===== src/rtl/core/fee_pkg.sv =====
// Shared types, codes and constants of the formula expression evaluator.
package fee_pkg;

  localparam int OSD_DEF = 16;
  localparam int VSD_DEF = 16;
  localparam int VB_DEF  = 32;

  localparam logic [7:0] CH_LBRACE = 8'h7B;
  localparam logic [7:0] CH_RBRACE = 8'h7D;
  localparam logic [7:0] CH_COLON  = 8'h3A;
  localparam logic [7:0] CH_SEMI   = 8'h3B;
  localparam logic [7:0] CH_SPACE  = 8'h20;
  localparam logic [7:0] CH_T      = 8'h74;
  localparam logic [7:0] CH_W      = 8'h57;
  localparam logic [7:0] CH_PLUS   = 8'h2B;
  localparam logic [7:0] CH_MINUS  = 8'h2D;
  localparam logic [7:0] CH_STAR   = 8'h2A;
  localparam logic [7:0] CH_SLASH  = 8'h2F;
  localparam logic [7:0] CH_LPAR   = 8'h28;
  localparam logic [7:0] CH_RPAR   = 8'h29;
  localparam logic [7:0] CH_ZERO   = 8'h30;
  localparam logic [7:0] CH_NINE   = 8'h39;

  localparam logic [1:0] PREC_PAREN = 2'd0;
  localparam logic [1:0] PREC_ADD   = 2'd2;
  localparam logic [1:0] PREC_MUL   = 2'd3;

  typedef enum logic [2:0] {
    OP_NONE, OP_ADD, OP_SUB, OP_MUL, OP_DIV, OP_LPAREN
  } op_t;

  typedef enum logic [2:0] {
    PH_START, PH_PLAIN, PH_RANGE_LO, PH_RANGE_HI, PH_SELECTED, PH_SKIP, PH_DONE
  } phase_t;

  typedef enum logic [2:0] {
    ERR_NONE, ERR_CHAR, ERR_BRACKET, ERR_MALFORMED, ERR_DIV0, ERR_OVERFLOW, ERR_PIECE
  } err_t;

  typedef enum logic [1:0] {
    FIN_LO, FIN_HI, FIN_SEL, FIN_LAST
  } fin_t;

  typedef enum logic [4:0] {
    S_IDLE, S_CHAR, S_OPCHAR, S_PREC_RD, S_PREC_CHK, S_OPPUSH, S_RP_RD, S_RP_CHK,
    S_FIN, S_FIN_RD, S_FIN_POP, S_FIN_CHK, S_FIN_VAL, S_AP, S_AP_B, S_AP_A,
    S_AP_WAIT, S_END, S_LAST_VAL, S_EMIT
  } seq_t;

  typedef enum logic [2:0] {
    A_IDLE, A_MUL, A_DIV, A_FIX, A_DONE
  } alu_st_t;

  typedef struct packed {
    logic start;
    op_t  op;
  } alu_req_t;

  typedef struct packed {
    logic done;
    logic div0;
  } alu_rsp_t;

  function automatic logic [1:0] prec(op_t op);
    if (op == OP_LPAREN) begin
      return PREC_PAREN;
    end
    return (op == OP_MUL || op == OP_DIV) ? PREC_MUL : PREC_ADD;
  endfunction

endpackage


===== src/rtl/core/fee_if.sv =====
// Valid/ready channel interfaces for formula characters and results.
interface fee_in_if;
  logic        valid;
  logic        ready;
  logic [7:0]  char_code;
  logic        last_char;
  logic [15:0] wire_index;
  logic [15:0] channel_width;

  modport source (output valid, char_code, last_char, wire_index, channel_width,
                  input ready);
  modport sink (input valid, char_code, last_char, wire_index, channel_width,
                output ready);
endinterface

interface fee_out_if;
  logic               valid;
  logic               ready;
  logic signed [31:0] value;
  logic [2:0]         error_code;

  modport source (output valid, value, error_code, input ready);
  modport sink (input valid, value, error_code, output ready);
endinterface


===== src/rtl/core/fee_alu.sv =====
// Shared arithmetic unit: registered add/subtract, bit-serial multiply and divide.
module fee_alu #(
  parameter int VB = fee_pkg::VB_DEF
) (
  input  logic              clk,
  input  logic              rst_n,
  input  fee_pkg::alu_req_t req,
  input  logic [VB-1:0]     a,
  input  logic [VB-1:0]     b,
  output fee_pkg::alu_rsp_t rsp,
  output logic [VB-1:0]     res
);

  localparam int CW = $clog2(VB);

  fee_pkg::alu_st_t st_r, st_nxt;
  logic [VB-1:0] acc_r, acc_nxt, x_r, x_nxt, y_r, y_nxt, rem_r, rem_nxt;
  logic [CW-1:0] cnt_r, cnt_nxt;
  logic          neg_r, neg_nxt, div0_r, div0_nxt;
  logic [VB:0]   rem_sh, diff;
  logic          ge;

  assign rem_sh = {rem_r, x_r[VB-1]};
  assign diff   = rem_sh - {1'b0, y_r};
  assign ge     = ~diff[VB];

  always_comb begin
    st_nxt   = st_r;
    acc_nxt  = acc_r;
    x_nxt    = x_r;
    y_nxt    = y_r;
    rem_nxt  = rem_r;
    cnt_nxt  = cnt_r;
    neg_nxt  = neg_r;
    div0_nxt = div0_r;
    unique case (st_r)
      fee_pkg::A_IDLE: begin
        if (req.start) begin
          div0_nxt = 1'b0;
          cnt_nxt  = CW'(VB - 1);
          unique case (req.op)
            fee_pkg::OP_ADD: begin
              acc_nxt = a + b;
              st_nxt  = fee_pkg::A_DONE;
            end
            fee_pkg::OP_SUB: begin
              acc_nxt = a - b;
              st_nxt  = fee_pkg::A_DONE;
            end
            fee_pkg::OP_MUL: begin
              acc_nxt = '0;
              x_nxt   = a;
              y_nxt   = b;
              st_nxt  = fee_pkg::A_MUL;
            end
            fee_pkg::OP_DIV: begin
              if (b == '0) begin
                div0_nxt = 1'b1;
                st_nxt   = fee_pkg::A_DONE;
              end else begin
                neg_nxt = a[VB-1] ^ b[VB-1];
                x_nxt   = a[VB-1] ? -a : a;
                y_nxt   = b[VB-1] ? -b : b;
                rem_nxt = '0;
                st_nxt  = fee_pkg::A_DIV;
              end
            end
            default: begin
              acc_nxt = '0;
              st_nxt  = fee_pkg::A_DONE;
            end
          endcase
        end
      end
      fee_pkg::A_MUL: begin
        if (y_r[0]) begin
          acc_nxt = acc_r + x_r;
        end
        x_nxt   = {x_r[VB-2:0], 1'b0};
        y_nxt   = {1'b0, y_r[VB-1:1]};
        cnt_nxt = cnt_r - CW'(1);
        if (cnt_r == '0) begin
          st_nxt = fee_pkg::A_DONE;
        end
      end
      fee_pkg::A_DIV: begin
        rem_nxt = ge ? diff[VB-1:0] : rem_sh[VB-1:0];
        x_nxt   = {x_r[VB-2:0], ge};
        cnt_nxt = cnt_r - CW'(1);
        if (cnt_r == '0) begin
          st_nxt = fee_pkg::A_FIX;
        end
      end
      fee_pkg::A_FIX: begin
        acc_nxt = neg_r ? -x_r : x_r;
        st_nxt  = fee_pkg::A_DONE;
      end
      fee_pkg::A_DONE: begin
        st_nxt = fee_pkg::A_IDLE;
      end
      default: begin
        st_nxt = fee_pkg::A_IDLE;
      end
    endcase
  end

  always_ff @(posedge clk) begin
    if (!rst_n) begin
      st_r   <= fee_pkg::A_IDLE;
      div0_r <= 1'b0;
    end else begin
      st_r   <= st_nxt;
      div0_r <= div0_nxt;
    end
    acc_r <= acc_nxt;
    x_r   <= x_nxt;
    y_r   <= y_nxt;
    rem_r <= rem_nxt;
    cnt_r <= cnt_nxt;
    neg_r <= neg_nxt;
  end

  assign rsp.done = (st_r == fee_pkg::A_DONE);
  assign rsp.div0 = div0_r;
  assign res      = acc_r;

endmodule


===== src/rtl/core/formula_expression_evaluator_core.sv =====
// Top level: character sequencer, operator and value stacks, shared arithmetic unit.
// Takes one formula character per word and returns one result word after the character
// marked last. The block accepts nothing while a character is in work. Each operator
// that leaves the operator stack reads its two operands from the value stack memory,
// which gives one operand a cycle, and waits for the shared arithmetic unit, which
// multiplies and divides one bit a cycle. The character marked last also pops the
// operators still stacked, and more waiting follows while the previous result still
// waits. A finished result waits in an output register, so the next formula may start
// before it is taken.
module formula_expression_evaluator_core #(
  parameter int OPERATOR_STACK_DEPTH = fee_pkg::OSD_DEF,
  parameter int VALUE_STACK_DEPTH    = fee_pkg::VSD_DEF,
  parameter int VALUE_BITS           = fee_pkg::VB_DEF
) (
  input logic        clk,
  input logic        rst_n,
  fee_in_if.sink     in_ch,
  fee_out_if.source  out_ch
);

  localparam int VB  = VALUE_BITS;
  localparam int OAW = $clog2(OPERATOR_STACK_DEPTH);
  localparam int OCW = $clog2(OPERATOR_STACK_DEPTH + 1);
  localparam int VAW = $clog2(VALUE_STACK_DEPTH);
  localparam int VCW = $clog2(VALUE_STACK_DEPTH + 1);

  fee_pkg::seq_t   st_r, st_nxt, ret_r, ret_nxt;
  fee_pkg::phase_t phase_r, phase_nxt;
  fee_pkg::err_t   err_r, err_nxt;
  fee_pkg::fin_t   fin_r, fin_nxt;
  fee_pkg::op_t    op_r, op_nxt, apop_r, apop_nxt;
  logic [OCW-1:0]  ocnt_r, ocnt_nxt, ocnt_m1;
  logic [VCW-1:0]  vcnt_r, vcnt_nxt, vcnt_m1, vcnt_m2;
  logic [VB-1:0]   acc_r, acc_nxt, rlo_r, rlo_nxt, b_r, b_nxt, res_r, res_nxt;
  logic            inlit_r, inlit_nxt, last_r, last_nxt;
  logic [15:0]     t_r, t_nxt, w_r, w_nxt;
  logic [7:0]      ch_r, ch_nxt;
  logic            ov_r, ov_nxt;
  logic signed [31:0] oval_r, oval_nxt;
  logic [2:0]      oerr_r, oerr_nxt;

  fee_pkg::op_t    omem [OPERATOR_STACK_DEPTH];
  fee_pkg::op_t    ord_r;
  logic [VB-1:0]   vmem [VALUE_STACK_DEPTH];
  logic [VB-1:0]   vrd_r;

  logic            owe, vwe;
  logic [OAW-1:0]  owa;
  fee_pkg::op_t    owd;
  logic [VAW-1:0]  vwa, vra;
  logic [VB-1:0]   vwd;

  fee_pkg::alu_req_t alu_req;
  fee_pkg::alu_rsp_t alu_rsp;
  logic [VB-1:0]     alu_res;

  logic is_digit, delim_fin, expr_phase, in_acc;
  logic signed [VB-1:0] lo_s, hi_s, t_s;
  logic signed [63:0]   ext;

  assign ocnt_m1  = ocnt_r - OCW'(1);
  assign vcnt_m1  = vcnt_r - VCW'(1);
  assign vcnt_m2  = vcnt_r - VCW'(2);
  assign is_digit = (ch_r >= fee_pkg::CH_ZERO) && (ch_r <= fee_pkg::CH_NINE);
  assign delim_fin = (phase_r == fee_pkg::PH_RANGE_LO && ch_r == fee_pkg::CH_COLON) ||
                     (phase_r == fee_pkg::PH_RANGE_HI && ch_r == fee_pkg::CH_RBRACE) ||
                     (phase_r == fee_pkg::PH_SELECTED && ch_r == fee_pkg::CH_SEMI);
  assign expr_phase = (phase_r == fee_pkg::PH_PLAIN) || (phase_r == fee_pkg::PH_RANGE_LO) ||
                      (phase_r == fee_pkg::PH_RANGE_HI) || (phase_r == fee_pkg::PH_SELECTED);
  assign in_acc   = in_ch.valid && in_ch.ready;
  assign lo_s     = $signed(rlo_r);
  assign hi_s     = $signed(vrd_r);
  assign t_s      = $signed(VB'(t_r));
  assign ext      = 64'($signed(res_r));

  always_comb begin
    st_nxt    = st_r;
    ret_nxt   = ret_r;
    phase_nxt = phase_r;
    err_nxt   = err_r;
    fin_nxt   = fin_r;
    op_nxt    = op_r;
    apop_nxt  = apop_r;
    ocnt_nxt  = ocnt_r;
    vcnt_nxt  = vcnt_r;
    acc_nxt   = acc_r;
    rlo_nxt   = rlo_r;
    b_nxt     = b_r;
    res_nxt   = res_r;
    inlit_nxt = inlit_r;
    last_nxt  = last_r;
    t_nxt     = t_r;
    w_nxt     = w_r;
    ch_nxt    = ch_r;
    ov_nxt    = ov_r && !out_ch.ready;
    oval_nxt  = oval_r;
    oerr_nxt  = oerr_r;
    owe       = 1'b0;
    owa       = ocnt_r[OAW-1:0];
    owd       = op_r;
    vwe       = 1'b0;
    vwa       = vcnt_r[VAW-1:0];
    vwd       = acc_r;
    vra       = vcnt_m1[VAW-1:0];
    alu_req.start = 1'b0;
    alu_req.op    = apop_r;
    unique case (st_r)
      fee_pkg::S_IDLE: begin
        if (in_acc) begin
          ch_nxt   = in_ch.char_code;
          last_nxt = in_ch.last_char;
          st_nxt   = fee_pkg::S_CHAR;
          if (phase_r == fee_pkg::PH_START) begin
            t_nxt     = in_ch.wire_index;
            w_nxt     = in_ch.channel_width;
            ocnt_nxt  = '0;
            vcnt_nxt  = '0;
            inlit_nxt = 1'b0;
            acc_nxt   = '0;
            if (in_ch.char_code == fee_pkg::CH_LBRACE) begin
              phase_nxt = fee_pkg::PH_RANGE_LO;
              st_nxt    = fee_pkg::S_END;
            end else begin
              phase_nxt = fee_pkg::PH_PLAIN;
            end
          end
        end
      end
      fee_pkg::S_CHAR: begin
        st_nxt = fee_pkg::S_END;
        if (err_r != fee_pkg::ERR_NONE) begin
          st_nxt = fee_pkg::S_END;
        end else if (delim_fin) begin
          fin_nxt = (phase_r == fee_pkg::PH_RANGE_LO) ? fee_pkg::FIN_LO :
                    (phase_r == fee_pkg::PH_RANGE_HI) ? fee_pkg::FIN_HI : fee_pkg::FIN_SEL;
          st_nxt  = fee_pkg::S_FIN;
        end else if (expr_phase) begin
          if (is_digit) begin
            acc_nxt   = ((inlit_r ? acc_r : '0) << 3) + ((inlit_r ? acc_r : '0) << 1) +
                        VB'(ch_r[3:0]);
            inlit_nxt = 1'b1;
          end else begin
            st_nxt = fee_pkg::S_OPCHAR;
            if (inlit_r) begin
              inlit_nxt = 1'b0;
              acc_nxt   = '0;
              if (vcnt_r >= VCW'(VALUE_STACK_DEPTH)) begin
                err_nxt = fee_pkg::ERR_OVERFLOW;
                st_nxt  = fee_pkg::S_END;
              end else begin
                vwe      = 1'b1;
                vcnt_nxt = vcnt_r + VCW'(1);
              end
            end
          end
        end else if (phase_r == fee_pkg::PH_SKIP && ch_r == fee_pkg::CH_LBRACE) begin
          ocnt_nxt  = '0;
          vcnt_nxt  = '0;
          inlit_nxt = 1'b0;
          acc_nxt   = '0;
          phase_nxt = fee_pkg::PH_RANGE_LO;
        end
      end
      fee_pkg::S_OPCHAR: begin
        st_nxt = fee_pkg::S_END;
        unique case (ch_r)
          fee_pkg::CH_SPACE: ;
          fee_pkg::CH_T, fee_pkg::CH_W: begin
            vwd = (ch_r == fee_pkg::CH_T) ? VB'(t_r) : VB'(w_r);
            if (vcnt_r >= VCW'(VALUE_STACK_DEPTH)) begin
              err_nxt = fee_pkg::ERR_OVERFLOW;
            end else begin
              vwe      = 1'b1;
              vcnt_nxt = vcnt_r + VCW'(1);
            end
          end
          fee_pkg::CH_PLUS: begin
            op_nxt = fee_pkg::OP_ADD;
            st_nxt = fee_pkg::S_PREC_RD;
          end
          fee_pkg::CH_MINUS: begin
            op_nxt = fee_pkg::OP_SUB;
            st_nxt = fee_pkg::S_PREC_RD;
          end
          fee_pkg::CH_STAR: begin
            op_nxt = fee_pkg::OP_MUL;
            st_nxt = fee_pkg::S_PREC_RD;
          end
          fee_pkg::CH_SLASH: begin
            op_nxt = fee_pkg::OP_DIV;
            st_nxt = fee_pkg::S_PREC_RD;
          end
          fee_pkg::CH_LPAR: begin
            owd = fee_pkg::OP_LPAREN;
            if (ocnt_r >= OCW'(OPERATOR_STACK_DEPTH)) begin
              err_nxt = fee_pkg::ERR_OVERFLOW;
            end else begin
              owe      = 1'b1;
              ocnt_nxt = ocnt_r + OCW'(1);
            end
          end
          fee_pkg::CH_RPAR: begin
            st_nxt = fee_pkg::S_RP_RD;
          end
          default: begin
            err_nxt = fee_pkg::ERR_CHAR;
          end
        endcase
      end
      fee_pkg::S_PREC_RD: begin
        st_nxt = (ocnt_r == '0) ? fee_pkg::S_OPPUSH : fee_pkg::S_PREC_CHK;
      end
      fee_pkg::S_PREC_CHK: begin
        if (ord_r == fee_pkg::OP_LPAREN || fee_pkg::prec(ord_r) < fee_pkg::prec(op_r)) begin
          st_nxt = fee_pkg::S_OPPUSH;
        end else begin
          ocnt_nxt = ocnt_m1;
          apop_nxt = ord_r;
          ret_nxt  = fee_pkg::S_PREC_RD;
          st_nxt   = fee_pkg::S_AP;
        end
      end
      fee_pkg::S_OPPUSH: begin
        st_nxt = fee_pkg::S_END;
        if (ocnt_r >= OCW'(OPERATOR_STACK_DEPTH)) begin
          err_nxt = fee_pkg::ERR_OVERFLOW;
        end else begin
          owe      = 1'b1;
          ocnt_nxt = ocnt_r + OCW'(1);
        end
      end
      fee_pkg::S_RP_RD: begin
        if (ocnt_r == '0) begin
          err_nxt = fee_pkg::ERR_BRACKET;
          st_nxt  = fee_pkg::S_END;
        end else begin
          st_nxt = fee_pkg::S_RP_CHK;
        end
      end
      fee_pkg::S_RP_CHK: begin
        ocnt_nxt = ocnt_m1;
        if (ord_r == fee_pkg::OP_LPAREN) begin
          st_nxt = fee_pkg::S_END;
        end else begin
          apop_nxt = ord_r;
          ret_nxt  = fee_pkg::S_RP_RD;
          st_nxt   = fee_pkg::S_AP;
        end
      end
      fee_pkg::S_FIN: begin
        st_nxt = fee_pkg::S_FIN_RD;
        if (inlit_r) begin
          inlit_nxt = 1'b0;
          acc_nxt   = '0;
          if (vcnt_r >= VCW'(VALUE_STACK_DEPTH)) begin
            err_nxt = fee_pkg::ERR_OVERFLOW;
          end else begin
            vwe      = 1'b1;
            vcnt_nxt = vcnt_r + VCW'(1);
          end
        end
      end
      fee_pkg::S_FIN_RD: begin
        if (err_r != fee_pkg::ERR_NONE) begin
          st_nxt = fee_pkg::S_END;
        end else if (ocnt_r == '0) begin
          st_nxt = fee_pkg::S_FIN_CHK;
        end else begin
          st_nxt = fee_pkg::S_FIN_POP;
        end
      end
      fee_pkg::S_FIN_POP: begin
        ocnt_nxt = ocnt_m1;
        if (ord_r == fee_pkg::OP_LPAREN) begin
          err_nxt = fee_pkg::ERR_BRACKET;
          st_nxt  = fee_pkg::S_END;
        end else begin
          apop_nxt = ord_r;
          ret_nxt  = fee_pkg::S_FIN_RD;
          st_nxt   = fee_pkg::S_AP;
        end
      end
      fee_pkg::S_FIN_CHK: begin
        vra = '0;
        if (vcnt_r != VCW'(1)) begin
          err_nxt = fee_pkg::ERR_MALFORMED;
          st_nxt  = fee_pkg::S_END;
        end else begin
          st_nxt = fee_pkg::S_FIN_VAL;
        end
      end
      fee_pkg::S_FIN_VAL: begin
        st_nxt = fee_pkg::S_END;
        unique case (fin_r)
          fee_pkg::FIN_LO, fee_pkg::FIN_HI: begin
            ocnt_nxt  = '0;
            vcnt_nxt  = '0;
            inlit_nxt = 1'b0;
            acc_nxt   = '0;
            if (fin_r == fee_pkg::FIN_LO) begin
              rlo_nxt   = vrd_r;
              phase_nxt = fee_pkg::PH_RANGE_HI;
            end else if (lo_s > hi_s) begin
              err_nxt = fee_pkg::ERR_PIECE;
            end else if (lo_s <= t_s && t_s <= hi_s) begin
              phase_nxt = fee_pkg::PH_SELECTED;
            end else begin
              phase_nxt = fee_pkg::PH_SKIP;
            end
          end
          fee_pkg::FIN_SEL: begin
            phase_nxt = fee_pkg::PH_DONE;
          end
          default: begin
            res_nxt = vrd_r;
            st_nxt  = fee_pkg::S_EMIT;
          end
        endcase
      end
      fee_pkg::S_AP: begin
        if (vcnt_r < VCW'(2)) begin
          err_nxt = fee_pkg::ERR_MALFORMED;
          st_nxt  = fee_pkg::S_END;
        end else begin
          st_nxt = fee_pkg::S_AP_B;
        end
      end
      fee_pkg::S_AP_B: begin
        b_nxt  = vrd_r;
        vra    = vcnt_m2[VAW-1:0];
        st_nxt = fee_pkg::S_AP_A;
      end
      fee_pkg::S_AP_A: begin
        vcnt_nxt      = vcnt_m2;
        alu_req.start = 1'b1;
        st_nxt        = fee_pkg::S_AP_WAIT;
      end
      fee_pkg::S_AP_WAIT: begin
        vwd = alu_res;
        if (alu_rsp.done) begin
          if (alu_rsp.div0) begin
            err_nxt = fee_pkg::ERR_DIV0;
            st_nxt  = fee_pkg::S_END;
          end else if (vcnt_r >= VCW'(VALUE_STACK_DEPTH)) begin
            err_nxt = fee_pkg::ERR_OVERFLOW;
            st_nxt  = fee_pkg::S_END;
          end else begin
            vwe      = 1'b1;
            vcnt_nxt = vcnt_r + VCW'(1);
            st_nxt   = ret_r;
          end
        end
      end
      fee_pkg::S_END: begin
        vra = '0;
        if (!last_r) begin
          st_nxt = fee_pkg::S_IDLE;
        end else if (err_r != fee_pkg::ERR_NONE) begin
          st_nxt = fee_pkg::S_EMIT;
        end else if (phase_r == fee_pkg::PH_PLAIN || phase_r == fee_pkg::PH_SELECTED) begin
          fin_nxt = fee_pkg::FIN_LAST;
          st_nxt  = fee_pkg::S_FIN;
        end else if (phase_r == fee_pkg::PH_DONE) begin
          st_nxt = fee_pkg::S_LAST_VAL;
        end else begin
          err_nxt = fee_pkg::ERR_PIECE;
          st_nxt  = fee_pkg::S_EMIT;
        end
      end
      fee_pkg::S_LAST_VAL: begin
        res_nxt = vrd_r;
        st_nxt  = fee_pkg::S_EMIT;
      end
      fee_pkg::S_EMIT: begin
        if (!ov_r || out_ch.ready) begin
          ov_nxt    = 1'b1;
          oval_nxt  = (err_r != fee_pkg::ERR_NONE) ? 32'sd0 : ext[31:0];
          oerr_nxt  = err_r;
          phase_nxt = fee_pkg::PH_START;
          err_nxt   = fee_pkg::ERR_NONE;
          ocnt_nxt  = '0;
          vcnt_nxt  = '0;
          inlit_nxt = 1'b0;
          acc_nxt   = '0;
          rlo_nxt   = '0;
          t_nxt     = '0;
          w_nxt     = '0;
          st_nxt    = fee_pkg::S_IDLE;
        end
      end
      default: begin
        st_nxt = fee_pkg::S_IDLE;
      end
    endcase
  end

  always_comb begin
    in_ch.ready       = (st_r == fee_pkg::S_IDLE);
    out_ch.valid      = ov_r;
    out_ch.value      = oval_r;
    out_ch.error_code = oerr_r;
  end

  always_ff @(posedge clk) begin
    if (owe) begin
      omem[owa] <= owd;
    end
    ord_r <= omem[ocnt_m1[OAW-1:0]];
    if (vwe) begin
      vmem[vwa] <= vwd;
    end
    vrd_r <= vmem[vra];
  end

  always_ff @(posedge clk) begin
    if (!rst_n) begin
      st_r    <= fee_pkg::S_IDLE;
      phase_r <= fee_pkg::PH_START;
      err_r   <= fee_pkg::ERR_NONE;
      ocnt_r  <= '0;
      vcnt_r  <= '0;
      acc_r   <= '0;
      inlit_r <= 1'b0;
      rlo_r   <= '0;
      t_r     <= '0;
      w_r     <= '0;
      ov_r    <= 1'b0;
    end else begin
      st_r    <= st_nxt;
      phase_r <= phase_nxt;
      err_r   <= err_nxt;
      ocnt_r  <= ocnt_nxt;
      vcnt_r  <= vcnt_nxt;
      acc_r   <= acc_nxt;
      inlit_r <= inlit_nxt;
      rlo_r   <= rlo_nxt;
      t_r     <= t_nxt;
      w_r     <= w_nxt;
      ov_r    <= ov_nxt;
    end
    ret_r  <= ret_nxt;
    fin_r  <= fin_nxt;
    op_r   <= op_nxt;
    apop_r <= apop_nxt;
    b_r    <= b_nxt;
    res_r  <= res_nxt;
    last_r <= last_nxt;
    ch_r   <= ch_nxt;
    oval_r <= oval_nxt;
    oerr_r <= oerr_nxt;
  end

  fee_alu #(
    .VB(VB)
  ) u_alu (
    .clk   (clk),
    .rst_n (rst_n),
    .req   (alu_req),
    .a     (vrd_r),
    .b     (b_r),
    .rsp   (alu_rsp),
    .res   (alu_res)
  );

endmodule


===== src/flat_wrapper.sv =====
// flat-port wrapper written by rule: the top's interface ports become plain ports
module formula_expression_evaluator_core_flat 
#(
  parameter int OPERATOR_STACK_DEPTH = fee_pkg::OSD_DEF,
  parameter int VALUE_STACK_DEPTH    = fee_pkg::VSD_DEF,
  parameter int VALUE_BITS           = fee_pkg::VB_DEF
)
  (clk, rst_n, in_ch_valid, in_ch_char_code, in_ch_last_char, in_ch_wire_index, in_ch_channel_width, in_ch_ready, out_ch_valid, out_ch_value, out_ch_error_code, out_ch_ready);
  fee_in_if in_ch_i ();
  fee_out_if out_ch_i ();
  input logic clk;
  input logic rst_n;
  input wire logic [$bits(in_ch_i.valid)-1:0] in_ch_valid;
  input wire logic [$bits(in_ch_i.char_code)-1:0] in_ch_char_code;
  input wire logic [$bits(in_ch_i.last_char)-1:0] in_ch_last_char;
  input wire logic [$bits(in_ch_i.wire_index)-1:0] in_ch_wire_index;
  input wire logic [$bits(in_ch_i.channel_width)-1:0] in_ch_channel_width;
  output wire logic [$bits(in_ch_i.ready)-1:0] in_ch_ready;
  output wire logic [$bits(out_ch_i.valid)-1:0] out_ch_valid;
  output wire logic [$bits(out_ch_i.value)-1:0] out_ch_value;
  output wire logic [$bits(out_ch_i.error_code)-1:0] out_ch_error_code;
  input wire logic [$bits(out_ch_i.ready)-1:0] out_ch_ready;
  assign in_ch_i.valid = in_ch_valid;
  assign in_ch_i.char_code = in_ch_char_code;
  assign in_ch_i.last_char = in_ch_last_char;
  assign in_ch_i.wire_index = in_ch_wire_index;
  assign in_ch_i.channel_width = in_ch_channel_width;
  assign in_ch_ready = in_ch_i.ready;
  assign out_ch_valid = out_ch_i.valid;
  assign out_ch_value = out_ch_i.value;
  assign out_ch_error_code = out_ch_i.error_code;
  assign out_ch_i.ready = out_ch_ready;
  formula_expression_evaluator_core #(.OPERATOR_STACK_DEPTH(OPERATOR_STACK_DEPTH), .VALUE_STACK_DEPTH(VALUE_STACK_DEPTH), .VALUE_BITS(VALUE_BITS)) u_core (.clk(clk), .rst_n(rst_n), .in_ch(in_ch_i), .out_ch(out_ch_i));
endmodule

===== config.mk =====
export PLATFORM = sky130hd
export DESIGN_NAME = formula_expression_evaluator_core_flat
export DESIGN_NICKNAME = d
export VERILOG_FILES = /design/src/rtl/core/fee_pkg.sv /design/src/rtl/core/fee_if.sv /design/src/rtl/core/fee_alu.sv /design/src/rtl/core/formula_expression_evaluator_core.sv /design/src/flat_wrapper.sv
export SDC_FILE = /design/constraint.sdc
export NUM_CORES = 2
export LEC_CHECK = 0
export BUFFER_PORTS_ARGS = -buffer_cell sky130_fd_sc_hd__buf_4
export CAP_MARGIN = 30
export CELL_PAD_IN_SITES_DETAIL_PLACEMENT = 1
export CELL_PAD_IN_SITES_GLOBAL_PLACEMENT = 2
export CORE_MARGIN = 2
export CORE_UTILIZATION = 46
export DETAILED_ROUTE_END_ITERATION = 10
export GPL_ROUTABILITY_DRIVEN = 1
export PLACE_DENSITY = 0.95
export SKIP_LAST_GASP = 1
export SLEW_MARGIN = 20
export SYNTH_ARGS = -nofsm -noshare
export SYNTH_HDL_FRONTEND = slang
export SYNTH_HIERARCHICAL = 1
export SYNTH_SLANG_ARGS = --single-unit

===== constraint.sdc =====
create_clock -name clk -period 11.3 [get_ports clk]
set_input_delay 2.26 -clock clk [delete_from_list [all_inputs] [get_ports clk]]
set_output_delay 2.26 -clock clk [all_outputs]
set_load 0.05 [all_outputs]

Word level (Yosys, flattened, before mapping)
Memories as Yosys holds them, arrays and structs flattened. A register that Yosys moved wholly into a read port is not among the register bits. Index checks and enable logic that the tools add are counted.

Bits in registers: 378. Latch bits: 0. RAM bits: 560. Bits in read-only memories: 0. Bits of input ports: 45. Output and inout bits: 37. Word-level logic and storage cells: 438. Memories: 2.

$add $sub $neg: 15. Multipliers: 0. Div/mod/pow operators: 0. Order comparisons: 9. Eq/ne operators: 102. Shift operators: 0. Mux-type cells: 202. Bitwise gates (word level): 3. Reduce and logical (&&, ||, !) cells: 76.

Memories: u_core.vmem (depth 16, width 32, rd ports 1, clocked after Yosys merged registers in 1, wr ports 1, RTL line formula_expression_evaluator_core.sv:44) `logic [VB-1:0] vmem [VALUE_STACK_DEPTH];`; u_core.omem (depth 16, width 3, rd ports 1, clocked after Yosys merged registers in 1, wr ports 1, RTL line formula_expression_evaluator_core.sv:42) `fee_pkg::op_t omem [OPERATOR_STACK_DEPTH];`.

Operator list (number): $mux W32 (27); $pmux W32 S2 (7); $pmux W32 S3 (3); $mux W5 (44); $pmux W32 S5 (1); $mux W3 (37); $add A32 B32 Y32 (3); $mux W16 (6); $neg A32 Y32 (3); $pmux W5 S19 (1); $pmux W5 S8 (2); $eq A8 B6 Y1 const B (9); $pmux W16 S2 (2); $ne A2 B2 Y1 const B (23); $eq A5 B4 Y1 const B (8); $eq A8 B7 Y1 const B (5); $mux W1 (39); $pmux W3 S12 (1); $pmux W3 S4 (3); $ne A2 B1 Y1 const B (17); $sub A33 B32 Y33 (1); $add A32 B4 Y32 (1); $gt A32 B32 Y1 (1); $le A17 B32 Y1 (1); 65 further kinds (162).

Logic depth before layout (Yosys ltp)
Depth in word-level cells: 10. Depth in mapped cells: 19. Depth with buffers taken out: 17.

Cells and area by module
Netlist, hierarchy kept.

Modules (own cells, without submodules): formula_expression_evaluator_core (times used 1, cells an instance 3264, area an instance 37360.8 µm², seq. area each 23502.5 µm²); fee_alu (times used 1, cells an instance 1586, area an instance 13344.0 µm², seq. area each 4103.9 µm²).

Worst setup path before layout
Ideal clock, no wire load.

Path kind: input-to-reg. Start point: input out_ch_ready. End point: register u_core.rlo_r[10], in the netlist u_core/lo_s[10]. Setup time: 128 ps. Arrival time: 4665 ps. Data required time: 11172 ps. Setup slack: 6507 ps. Stages on the path: 6. Buffers on the path: 1. Path through: nor2b_1 nor2_1 o21ai_1 clkbuf_1 a22oi_1 nor2_1.

Longest elaborated chain between the ends: 3.

RTL lines: from (decl) (RTL line flat_wrapper.sv:22) `input wire logic [$bits(out_ch_i.ready)-1:0] out_ch_ready;`; $logic_or A1 B1 Y1 (RTL line formula_expression_evaluator_core.sv:375) `if (!ov_r || out_ch.ready) begin`; $ne A2 B1 Y1 (no source line); $reduce_and A4 Y1 (no source line); to (signal assigned) (RTL line formula_expression_evaluator_core.sv:436) `rlo_r <= rlo_nxt;`; to (decl) (RTL line formula_expression_evaluator_core.sv:34) `logic [VB-1:0] acc_r, acc_nxt, rlo_r, rlo_nxt, b_r, b_nxt, res_r, res_nxt;`.

No other way between the ends. A chain may end at the register's enable or synchronous reset.

Worst setup path after layout
Start point: register u_core.st_r[4]. End point: register u_core.vrd_r[14], in the netlist u_core/hi_s[14] (read register of u_core.vmem).

Longest elaborated chain between the ends: 3. Elaborated cells between the ends (all ways): 5. Classes of those cells: eq/ne (3); mux (1); reduce/logical (1).

RTL lines: from (decl) (RTL line formula_expression_evaluator_core.sv:27) `fee_pkg::seq_t st_r, st_nxt, ret_r, ret_nxt;`; from (signal assigned) (RTL line formula_expression_evaluator_core.sv:417) `st_r <= fee_pkg::S_IDLE;`; from (signal assigned) (RTL line formula_expression_evaluator_core.sv:429) `st_r <= st_nxt;`; $eq A5 B4 Y1 or $eq A5 B5 Y1 (tied branches) (RTL line formula_expression_evaluator_core.sv:107) `unique case (st_r)`; $reduce_or A2 Y1 (no source line); $pmux W4 S2 (*) (RTL line formula_expression_evaluator_core.sv:107); to (decl) (RTL line formula_expression_evaluator_core.sv:45) `logic [VB-1:0] vrd_r;`.

Every way passes the cells marked *; elsewhere a longest branch is shown, timed or not.

==> results.yml <==
yosys:
  avgSynthCellArea_um2: 10.5
  syn_nets: 5133
  muxShareOfSynthArea_pct: 1.73
  synth_area_leaders: "edfxtp_1, nand2_1, dfxtp_1"
  synth.distinct_cells: 106
  synthArstFlopShare_pct: 0
  ys_seq_elements: 972
  synth_most_common_cell: "nand2_1"
  synthSimpleGateAreaFrac_pct: 17.7
  synth-xor-area-share_pct: 3.99
  synth_area_leader_cell: "edfxtp_1"
  synth_fa_ha_area_share_pct: 5.93
  synth_edf_count: 814
  yosysSeqAreaShare_pct: 54.4
  synthCells: 4850
  synth-compound-area-share_pct: 13.0
  yosysWarnings: 6
  synth_top_family_by_area: "simple AND/OR/NAND/NOR gates"
  synthTopCellsByCount: "nand2_1, edfxtp_1, nand3_1, nor2_1, ha_1"
  synth_top_area_share_pct: 48.2
  synth_area_um2: 50700
  ys.flop_type: "edfxtp_1"
clock_tree:
  clockBufferDepth: 3
  cts_tree: "yes"
  post_cts_buffers: 0
  numCtsBuffers: 105
  path_clk_slew_ps: 60
  insertion_delay_ps: 750
  cts.htree.levels: 3
  hold_buffers: 0
  cts-root-buf: "clkbuf_16"
  cts-resized-gates: 0
  cts_num_sinks: 972
global_routing:
  grt_max_degree: 217
  grt_pass1_wl_um: 245000
  grt_pass1_vias: 40700
  gr-usage-all-layers_pct: 28.2
  antenna_found_initial: 2
  grt_overflow_total: 0
critical_path:
  end_kind: "flip-flop"
  path_class: "reg2reg"
  start_kind: "flip-flop"
  arrival_ps: 5930
  cp_max_fo: 70
  required_ps: 11880
sta:
  period_share_pct: 47.3
  fin_setup_tns_ps: 0
  relSlewSlack_pct: 26.1
  hold_viol_final: 0
  max_clock_freq_mhz: 187
  period_minus_slack_ps: 5350
  setup-violations-final: 0
  rsz0062_at_grt: "no"
  slew_viol_final: 0
  setup_slack_ps: 5950
  tightest_slew_ps: 1110
  fin_skew_ps: 93.1
pwr:
  p_leak_nw: 20.8
  ir_worst_vdd_mv: 0.178
  powerDensity_nw_per_um2: 205
finish:
  area_growth_pct: 12.0
  drive_gt1_share_pct: 9.04
  num_antenna_cells: 0
  nets: 5170
  final_util_pct: 52.0
  final_cells: 6453
placement:
  gp_congestion: 0.936
  dp_hpwl_um: 107000
  portBuffers: 81
  dp.cells: 6253
  pre_cts_ws_ps: 6140
floorplanning:
  start_util_pct: 46.5
  die_area_um2: 113000
  boundaryPins: 82
  core_area_um2: 109000
  placementRows: 121
  die_h_um: 336
  die_width_um: 336
hold_path:
  hp-class: "reg2reg"
run_status:
  status: "finished clean"
drt:
  routed_wl_um: 162000
  viasPerCell: 6.09
  wl_per_cell_um: 25.1
  drc: 0
  vias: 39300
  ant_nets: 0
  dr.pass1.iters: 6
  first_iter_violations: 3580
job:
  maxCapViolations: 0
-- cells in the final DEF, fill, tap and decap left out, types with 22 or more instances in the layout --
cell and instances:
buf_4 176, nand3_1 343, clkbuf_1 27, o21ai_0 217, a21o_1 61, inv_1 140
nor3_1 58, o21bai_1 22, a22oi_1 85, or3_1 23, ha_1 234, edfxtp_1 814
and2_1 85, o21a_1 24, mux2i_1 47, and3_1 54, dfxtp_1 158, nor2_1 302
a211oi_1 28, clkbuf_16 107, nand2_1 848, a31oi_1 55, xnor2_1 137, xor2_1 93
o31ai_1 22, nand4_1 39, nand2b_1 43, a21oi_1 219, a311oi_1 67
-- area by class of cell --
class / count / area (um^2)
clock buffers: 143 / 2900
clock inverters: 54 / 689
fillers: 11700 / 52300
inverters: 143 / 538
multi-input cells: 3480 / 21700
flip-flops and latches: 972 / 27600
well taps: 1476 / 1850
repair buffers: 185 / 1500
-- flip-flops by register name, indices dropped and copies added, names as in the netlist, 5 cells and up --
register and cells:
u_core/hi_s 32, u_core/vmem 512, u_core/vcnt_r 5, u_core/ch_r 8, u_core/lo_s 32, u_core/u_alu/cnt_r 5
u_core/ocnt_r 5, u_core/out_ch.value 32, u_core/u_alu/res 32, u_core/u_alu/rem_r 32, u_core/b_r 32, u_core/omem 48
u_core/st_r 5, u_core/t_r 16, u_core/u_alu/x_r 32, u_core/u_alu/y_r 32, u_core/res_r 32, u_core/acc_r 32
u_core/w_r 16
-- metal layers --
metal  up-vias  part of all wire, %  track usage, %
li1      17800                    -               -
met1     19800                   42            37.2
met2      1310                   48            47.2
met3       334                  6.3            3.85
met4         2                  3.7            10.9
met5         -               0.0056               0
-- kinds of logic (layout without fill, tap and decap cells) --
| group | Yosys count | in the layout |
|---|---|---|
| buffers and inverters | 398 | 525 |
| multiplexers | 68 | 68 |
| XOR/XNOR | 231 | 231 |
| AND/OR/NAND/NOR | 1945 | 1945 |
| adder cells (fa/ha/maj) | 238 | 238 |
| AO/OA/AOI/OAI | 998 | 998 |
| flip-flops | 972 | 972 |
-- critical path, cell delays in order (launching register included) --
cell and delay, ps:
dfxtp_1 610, nor2_1 350, nand2_1 190, or2_2 350
inv_2 670, a22o_4 580, buf_4 650, buf_4 770
nand2_1 120, and3_1 210, a311oi_1 260, a311oi_1 110
a31oi_1 230
-- path summary, 6_finish.rpt --
path	from	to	slack (ps)	cells after the start
setup / recovery	u_core/st_r[4]	u_core/hi_s[14]	5950	12
hold reg to reg	u_core/w_r[8]	u_core/w_r[8]	450	2
hold / removal	u_core/w_r[8]	u_core/w_r[8]	450	2
setup reg to reg	u_core/st_r[4]	u_core/hi_s[14]	5950	12
-- power breakdown --
part	switching [mW]	leakage, nW	total, mW	internal [mW]
sequential	0.231	8.64	4.43	4.20
combinational	2.54	10.5	3.67	1.13
clock	1.52	1.72	3.56	2.05
-- per-stage QoR --
| stage | instance area, um^2 | power [mW] | hold slack, ps |
|---|---|---|---|
| CTS | 56800 | 11.6 | 451 |
| detailed placement | 53200 | 8.06 | 443 |
| finish | 56800 | 11.7 | 455 |
| global route | 56800 | 12.1 | 470 |
| global placement | 53000 | 7.92 | 437 |
| floorplan | 50700 | 6.69 | 421 |
Power figures use the tool's default switching activity.
